**config.mk**
```make
export PLATFORM = sky130hd
export DESIGN_NAME = pke_ram
export DESIGN_NICKNAME = d
export VERILOG_FILES = /design/src/hw/rtl/pke_ram.sv
export SDC_FILE = /design/constraint.sdc
export NUM_CORES = 2
export LEC_CHECK = 0
export BUFFER_PORTS_ARGS = -buffer_cell sky130_fd_sc_hd__buf_2
export CORE_MARGIN = 10
export CORE_UTILIZATION = 55
export DETAILED_ROUTE_END_ITERATION = 10
export PLACE_DENSITY = 0.71
export RECOVER_POWER = 50
export SLEW_MARGIN = 15
export SYNTH_ARGS = -nofsm -noshare
export SYNTH_HDL_FRONTEND = slang
export SYNTH_SLANG_ARGS = --single-unit
```
**constraint.sdc**
```tcl
create_clock -name clk -period 8.4 [get_ports clk]
set_input_delay 1.68 -clock clk [delete_from_list [all_inputs] [get_ports clk]]
set_output_delay 1.68 -clock clk [all_outputs]
set_load 0.01 [all_outputs]
```
**src/hw/rtl/pke_ram.sv**
```systemverilog
module pke_ram #(
    parameter int WIDTH = 36,
    parameter int DEPTH = 96
) (
    input  logic                     clk,
    input  logic                     we,
    input  logic [$clog2(DEPTH)-1:0] waddr,
    input  logic [WIDTH-1:0]         wdata,
    input  logic [$clog2(DEPTH)-1:0] raddr,
    output logic [WIDTH-1:0]         rdata
);

    logic [WIDTH-1:0] mem [DEPTH];
    logic [WIDTH-1:0] rdata_reg;

    always_ff @(posedge clk)
    begin
        if (we)
        begin
            mem[waddr] <= wdata;
        end
        rdata_reg <= mem[raddr];
    end

    assign rdata = rdata_reg;

endmodule

```
==> flow_summary.toml <==
[synth]
netlist_area_sq_um = 134000
ys_types = 63
async_reset_ff_share_pct = 0
ys_ff_latch = 3492
syn_inst = 5868
syn_nets = 5920
synth_seq_area_share_pct = 78.2
synth_ff_type = "edfxtp_1"
synth_area_per_cell_sq_um = 22.8
yosys_warnings = 0
synth_enable_flop_cells = 3456

[floorplan]
die_x_um = 513
initial_core_util_pct = 55.4
num_io_pins = 88
rows = 180
dieArea_sq_um = 263000
die_y_um = 513
core_sq_um = 241000

[route]
vias_per_cell = 7.00
ant_nets = 0
routed_wirelength_um = 384000
firstDrtPassIters = 11
drt_iter0_drc = 12100
avgRoutedWirePerCell_um = 39.5
drc = 2
vias = 67900

[grt]
grt_pass1_wl_um = 532000
antenna_found_initial = 38
grt_pass1_vias = 66200
grt.total_usage_pct = 28.9
grt_max_degree = 113
grt_overflow_total = 0

[min_path]
hold_path.class = "flip-flop to flip-flop"
hold_depth = 3

[worst_setup_path]
arrival_ns = 5.56
critical_path.startpoint = "wdata[23]"
crit_cells = 2
crit_path_top_delay_cell = "clkbuf_1"
crit_end = "mem[4][23]"
r2r_slack_ns = 5.16
critPathMaxStageDelay_ns = 3.66
critical_path.top_delay_family = "buffers and inverters"
cp-end-kind = "flip-flop"
rr_endpoint = "rdata[7]"
r2r_start = "mem[7][7]"
rr_worst_depth = 6
path_max_fanout = 96
timing.critical_path.buf_inv = 2
required_ns = 8.34
path_cells = "buf_2 > clkbuf_1"
critPathKind = "primary input to flip-flop"
cp-start-kind = "primary input"

[placed_design]
gp_congestion = 0.874
dp_hpwl_um = 209000
dp_cells = 9030
numPortBuffers = 87

[cells_and_area]
syn2layout_area_growth_pct = 12.1
layout.cells.most_common = "edfxtp_1"
nets = 6258
largest_reg_flops = 3456
layout-drive-gt1-share_pct = 25.7
finalNonFillerCells = 9699
final_cell_mix = "3456 x edfxtp_1, 783 x mux4_2, 362 x clkbuf_16"

[power_and_ir_drop]
p_comb_share_pct = 4.9
vdd_drop_max_mv = 0.234
p_leak_nw = 47.1
p_sw_w = 0.00779
power.total_w = 0.0367
p_sw_share_pct = 21.2
internal-power_w = 0.0289
p_per_area_nw_per_um2 = 245
pwr-share-seq_pct = 52.9
clock_power_share_pct = 42.2

[clock_network]
cts_tree = "yes"
cts_setup_buffers = 0
h-tree-depth = 5
numCtsBuffers = 357
clockRootBuffer = "clkbuf_16"
clk_latency_ns = 0.99
ctsHoldBuffers = 0
cts.sinks = 3492
cts-resized-gates = 0
clock_path_buffers = 4
clk_pin_slew_ns = 0.06

[run_status]
status = "finished with violations"
violations = "DRC, capacitance limit, slew limit"

[timing]
setup_viol = 0
rsz0062_at_grt = "no"
worst_pin_slew_ns = 5.29
slew_headroom_pct = -253
min_period_ns = 5.62
finalClockSkew_ns = 0.0904
slew_violations = 3484
fin_crit_sh_pct = 66.9
max_freq_mhz = 178
hold_violations = 0
finalSetupTns_ns = 0

[flow_run]
drv_cap = 42
-- Yosys cell counts, drive strengths merged (17+ instances only) --
cell	number	area share, %
a22oi	136	0.77
a21oi	45	0.17
mux2i	361	2.7
o22ai	61	0.29
dfxtp	36	0.54
o21ai	38	0.14
clkbuf	79	0.22
nand2b	17	0.080
nor2	135	0.38
nor3	40	0.15
a31oi	20	0.094
nand2	134	0.38
mux4	799	14
edfxtp	3456	78
mux2	17	0.14
buf	234	1.4
nand3	77	0.29
nor2b	34	0.16
-- power by group through the flow --
stage	logic (W)	registers, W	clock network, W
floorplan	0.000937	0.0196	0
CTS	0.00177	0.0193	0.0156
detailed placement	0.00177	0.0197	0
global placement	0.00173	0.0197	0
finish	0.00179	0.0194	0.0155
global route	0.00185	0.0194	0.0163
-- through the flow --
| step | worst slack, ns | hold slack, ns | util (%) | area (sq um) |
|---|---|---|---|---|
| 2_1_floorplan | 3.24 | 0.671 | - | 134000 |
| 3_3_place_gp | 2.35 | 0.730 | 57.4 | 138000 |
| 3_5_place_dp | 2.38 | 0.756 | 57.4 | 138000 |
| 4_1_cts | 3.33 | 0.771 | 62.1 | 150000 |
| 5_1_grt | 2.67 | 0.822 | 62.0 | 150000 |
| 6_report | 2.78 | 0.780 | 62.1 | 150000 |
-- layer usage --
metal | GRT usage (%) | up-vias | routed length, um
met5 | 0 | - | 548
met4 | 13.4 | 26 | 22200
met3 | 8.72 | 1034 | 57100
met2 | 42.3 | 5647 | 171000
met1 | 40.2 | 35500 | 133000
li1 | - | 25700 | -
-- cell families (layout without fill, tap and decap cells) --
logic type / after synthesis / after routing / synth area share (%)
buffers and inverters: 316 / 926 / 1.64
muxes: 1177 / 1177 / 16.4
other: 0 / 36 / 0
and+or+nand+nor: 482 / 482 / 1.65
DFF: 3492 / 3492 / 78.2
AOI/OAI and AO/OA: 401 / 401 / 2.12
-- worst min path at each step --
stage                      from         to
finish              mem[78][21]  rdata[21]
global route        mem[77][21]  rdata[21]
CTS                 mem[77][21]  rdata[21]
detailed placement  mem[77][21]  rdata[21]
global placement    mem[78][21]  rdata[21]
floorplan            mem[82][7]   rdata[7]
-- area by class of cell --
class	count	area [sq um]
diodes	36	90.1
clock buffers	455	9550
clock inverters	176	1770
fillers	15800	91500
inverters	3	16.3
multi-input cells	2060	27700
flip-flops and latches	3492	105000
well taps	3185	3990
repair buffers	292	2120
Note: power is estimated with default switching activity, not from simulation.
