`src/hw/rtl/pke_pkg.sv`:
```
package pke_pkg;

    // Default geometry of the block.
    localparam int NUM_KEYS_DEFAULT  = 96;
    localparam int FRAC_BITS_DEFAULT = 16;

    // Reset values of the configuration registers, Q2.FRAC_BITS.
    localparam int ATTACK_RESET  = 66191;
    localparam int SUSTAIN_RESET = 65470;
    localparam int DECAY_RESET   = 62259;
    localparam int CUTOFF_RESET  = 66;

    // Configuration register indexes.
    typedef logic [1:0] reg_index_t;
    localparam reg_index_t REG_ATTACK  = 2'd0;
    localparam reg_index_t REG_SUSTAIN = 2'd1;
    localparam reg_index_t REG_DECAY   = 2'd2;
    localparam reg_index_t REG_CUTOFF  = 2'd3;

    // Item kinds carried in the input tuser bit.
    localparam logic OP_MIDI = 1'b0;
    localparam logic OP_TICK = 1'b1;

    // MIDI codes.
    localparam logic [7:0] STATUS_NOTE_ON  = 8'd144;
    localparam logic [7:0] STATUS_NOTE_OFF = 8'd128;
    localparam logic [7:0] NOTE_LOW        = 8'd36;
    localparam logic [7:0] NOTE_HIGH       = 8'd107;
    localparam logic [7:0] KEY_OFFSET      = 8'd12;
    localparam logic [7:0] CC_PEDAL        = 8'd64;
    localparam logic [7:0] PEDAL_ON_VALUE  = 8'd127;
    localparam logic [7:0] PEDAL_OFF_VALUE = 8'd0;

    // Peak level is velocity divided by this amount.
    localparam int VELOCITY_DIVISOR = 130;

    // Result field widths.
    localparam int TOTAL_BITS = 25;
    localparam int COUNT_BITS = 7;

    // Envelope phase codes.
    typedef logic [1:0] phase_t;
    localparam phase_t PH_ATTACK  = 2'd0;
    localparam phase_t PH_SUSTAIN = 2'd1;
    localparam phase_t PH_DECAY   = 2'd2;

endpackage

```
`src/hw/rtl/pke_mul_unit.sv`:
```
module pke_mul_unit #(
    parameter int LVL_BITS  = pke_pkg::FRAC_BITS_DEFAULT + 2,
    parameter int FRAC_BITS = pke_pkg::FRAC_BITS_DEFAULT
) (
    input  logic                clk,
    input  logic                rst_n,
    input  logic                in_valid,
    input  logic [LVL_BITS-1:0] in_level,
    input  logic [LVL_BITS-1:0] in_mult,
    output logic                out_valid,
    output logic [LVL_BITS-1:0] out_level,
    output logic                busy
);

    localparam int PROD_BITS = 2 * LVL_BITS;
    localparam int RND_BITS  = PROD_BITS + 1;
    localparam int SHR_BITS  = RND_BITS - FRAC_BITS;

    logic [PROD_BITS-1:0] prod_reg;
    logic                 prod_vld_reg;
    logic [LVL_BITS-1:0]  level_reg;
    logic                 level_vld_reg;
    logic [RND_BITS-1:0]  rounded;
    logic [SHR_BITS-1:0]  shifted;
    logic                 overflow;

    // Round half up, then drop the fraction; saturate at full scale.
    assign rounded  = RND_BITS'(prod_reg) + (RND_BITS'(1) << (FRAC_BITS - 1));
    assign shifted  = rounded[RND_BITS-1:FRAC_BITS];
    assign overflow = |shifted[SHR_BITS-1:LVL_BITS];

    always_ff @(posedge clk or negedge rst_n)
    begin
        if (!rst_n)
        begin
            prod_vld_reg  <= 1'b0;
            level_vld_reg <= 1'b0;
        end
        else
        begin
            prod_vld_reg  <= in_valid;
            level_vld_reg <= prod_vld_reg;
        end
    end

    always_ff @(posedge clk)
    begin
        prod_reg  <= PROD_BITS'(in_level) * PROD_BITS'(in_mult);
        level_reg <= overflow ? '1 : shifted[LVL_BITS-1:0];
    end

    assign out_valid = level_vld_reg;
    assign out_level = level_reg;
    assign busy      = prod_vld_reg | level_vld_reg;

endmodule

```
`config.mk`:
```
export PLATFORM = sky130hd
export DESIGN_NAME = pke_mul_unit
export DESIGN_NICKNAME = d
export VERILOG_FILES = /design/src/hw/rtl/pke_pkg.sv /design/src/hw/rtl/pke_mul_unit.sv
export SDC_FILE = /design/constraint.sdc
export NUM_CORES = 1
export LEC_CHECK = 0
export BUFFER_PORTS_ARGS = -buffer_cell sky130_fd_sc_hd__buf_4
export CORE_AREA = 4 4 157 159
export CTS_BUF_LIST = sky130_fd_sc_hd__clkbuf_8
export CTS_CLUSTER_DIAMETER = 80
export DETAILED_ROUTE_END_ITERATION = 10
export DIE_AREA = 0 0 161 163
export PLACE_DENSITY_LB_ADDON = 0.25
export SLEW_MARGIN = 25
export SYNTH_ARGS = -nofsm -noshare
export SYNTH_HDL_FRONTEND = slang
export SYNTH_SLANG_ARGS = --single-unit
```
`constraint.sdc`:
```
create_clock -name clk -period 4.4 [get_ports clk]
set_clock_uncertainty 0.05 [all_clocks]
set_input_delay 0.88 -clock clk [delete_from_list [all_inputs] [get_ports clk]]
set_output_delay 0.88 -clock clk [all_outputs]
set_load 0.02 [all_outputs]
```
==> flow_metrics.tcl <==
set metrics [dict create \
    yosys_warnings 0 \
    clock_sinks 41 \
    synth_area_sq_um 11450 \
    drtPass1Iterations 5 \
    drt-initial-drc-count 355 \
    io_buffers 58 \
    crit_chain "buf_12 -> and2_4 -> fa_1 -> inv_1 -> fa_1 -> fa_1 -> inv_2 -> fa_1 -> fa_1 -> inv_1 -> fa_1 -> inv_2 -> ha_4 -> a21oi_2 -> o21ba_1 -> o41a_1 -> o21ai_4 -> a21o_1 -> a21o_1 -> a211oi_2 -> nor2_2" \
    grt-ovfl-total 0 \
    dp_hpwl_mm 23.20 \
    antenna_found_initial 0 \
    rr_startpoint "prod_reg[17]$_DFF_P_" \
    cp-start-kind "primary input" \
    cts_tree "done" \
    initial_core_util_pct 49.23 \
    synth_cell_types 50 \
    die-area_sq_um 26240 \
    placed_cells 1750 \
    reg2reg_depth 8 \
    setup.worst_path.class "primary input to flip-flop" \
    drv_slew 0 \
    holdBufCountCts 0 \
    numCtsBuffers 5 \
    antenna_left 0 \
    finalCriticalPeriod_ns 5.782 \
    grt_max_degree 18 \
    synth_cells 1266 \
    grt_setup_unrepaired "true" \
    synth_area_leader_cell "fa_1" \
    worst_hold_slack_ns 0.3019 \
    fin_tns_setup_ns -24.02 \
    final_nets 1849 \
    wire_per_inst_um 14.96 \
    clock_latency_ns 0.29 \
    hold_path.class "primary input to asynchronous set/reset pin" \
    synth-seq-cells 41 \
    gp_congestion 0.8972 \
    route.detailed.drc 0 \
    r2r-end "out_level[11]$_SDFF_PP1_" \
    slew_headroom_pct 76.96 \
    synth_flop_cell "dfxtp_1" \
    drive_gt1_share_pct 22.50 \
    final.setup.worst_slack_ns -1.382 \
    track_usage_pct 21.69 \
    cts_buffer_depth 2 \
    crit_end "prod_reg[24]$_DFF_P_" \
    n_antenna_cell 0 \
    final_cells 1768 \
    die_h_um 163 \
    fp-row-count 56 \
    maxCapViolCount 0 \
    status "finished with violations" \
    crit_start "in_level[8]" \
    cts_max_level 2 \
    crit_top_cell "fa_1" \
    ys_seq_area_share_pct 7.255 \
    yosysTopAreaCellShare_pct 44.41 \
    syn_to_final_growth_pct 23.86 \
    slowest_stage "fa_1" \
    coreArea_sq_um 23260 \
    final-hold-violation-count 0 \
    synth-edff-count 0 \
    ys_async_sr_fraction_pct 4.878 \
    first_global_vias 10043 \
    violations "setup timing" \
    routed_via_density 4.979 \
    largest_register_ffs 21 \
    end_kind "flip-flop" \
    slowest_delay_ns 0.53 \
    cp.required_ns 4.53 \
    path_max_fanout 7 \
    die_w_um 161 \
    grt_pass1_wl_mm 46.71 \
    clockRootBuffer "clkbuf_8" \
    worstMarginPinSlew_ns 0.3444 \
    crit_arrival_ns 5.91 \
    synth_nets 1667 \
    wirelength_mm 26.45 \
    fmax_mhz 173.0 \
    period_share_pct 131.4 \
    setup_viol 21 \
    yosys-top-cells-area "fa_1 44%, ha_1 12%, inv_1 9.1%" \
    clkTransAtPathRegs_ns 0.08 \
    rrSetupSlack_ns 2.06 \
    vias 8802 \
    ios 59 \
    syn_avg_cell_area_sq_um 9.045 \
]
## cell families (layout without fill, tap and decap cells)
kind of cell / Yosys count / after routing / share of synthesized area [%]
multiplexers: 2 / 2 / 0.1967
adder cells (fa/ha/maj): 362 / 362 / 56.21
flip-flops: 41 / 41 / 7.255
XOR/XNOR: 36 / 36 / 2.753
AO/OA/AOI/OAI: 80 / 80 / 4.993
AND/OR/NAND/NOR: 419 / 419 / 17.88
buffers and inverters: 326 / 509 / 10.72
## metal layers
| layer | GRT usage [%] | share of wire, % | vias to the layer above |
|---|---|---|---|
| met3 | 1.392 | 3.2 | 56 |
| met4 | 5.816 | 2.8 | 0 |
| met2 | 41.58 | 54 | 178 |
| met1 | 26.47 | 40 | 4445 |
| met5 | 0 | 0 | - |
| li1 | - | - | 4123 |
## synth_stat cells, types with 8 or more instances
master,number
clkbuf_1,48
dfxtp_1,39
ha_1,108
and2_1,142
nand2_1,214
fa_1,254
nor2_1,18
a21o_1,14
inv_1,277
a21oi_1,21
o21ai_1,8
xnor2_1,17
and3_1,13
nand3_1,11
xor2_1,19
## cells in the final DEF, fill, tap and decap left out, types with 4 or more instances in the layout
master and instances:
a21o_1 14, a21oi_1 14, a21oi_2 9, a31oi_1 5, and2_1 132, and2_4 10
and3_1 13, buf_12 11, buf_4 176, buf_6 34, clkbuf_8 5, dfxtp_1 39
fa_1 242, fa_2 12, ha_1 90, ha_4 15, inv_1 265, inv_2 12
nand2_1 204, nand2_2 10, nand3_1 11, nand4_1 4, nor2_1 17, o21ai_1 9
xnor2_1 17, xor2_1 19
## through the flow
step | util (%) | worst slack [ns] | instance area, sq um
floorplan | - | -1.465 | 11850
global placement | 58.12 | -1.736 | 13520
detailed placement | 58.12 | -1.839 | 13520
CTS | 60.40 | -1.411 | 14050
global route | 60.97 | -1.555 | 14180
finish | 60.97 | -1.382 | 14180
## how the worst min path moves through the flow
stage | startpoint | cells after the start | to | slack [ns]
6_report | rst_n | 1 | prod_vld_reg$_DFF_PN0_ | 0.30
5_1_grt | rst_n | 1 | prod_vld_reg$_DFF_PN0_ | 0.29
4_1_cts | rst_n | 1 | prod_vld_reg$_DFF_PN0_ | 0.29
3_5_place_dp | prod_vld_reg$_DFF_PN0_ | 0 | out_valid$_DFF_PN0_ | 0.31
3_3_place_gp | prod_vld_reg$_DFF_PN0_ | 0 | out_valid$_DFF_PN0_ | 0.30
2_1_floorplan | prod_vld_reg$_DFF_PN0_ | 0 | out_valid$_DFF_PN0_ | 0.30
## area by class of cell
class                           count  area [sq um]
Clock buffer                        5         68.82
Clock inverter                      3         68.82
Fill cell                        1976          9079
Inverter                          277          1040
Multi-Input combinational cell    899          9794
Sequential cell                    41         830.8
Tap cell                          319         399.1
Timing Repair Buffer              224          1982
## repair_timing
item                       4_1_cts  5_1_grt
pin swaps                       55       23
gates resized for setup         75       34
cloned                           1        0
setup endpoints to repair       21       21
setup buffers                    6        3
## critical path: cells and delay by family
family,cells,cell delay [ns]
buffers and inverters,5,0.32
AO/OA/AOI/OAI,7,1.20
adder cells (fa/ha/maj),7,3.29
AND/OR/NAND/NOR,2,0.21
Power is not shown: default switching activity piles up to over one toggle a cycle in this logic, so the estimate is an artifact.
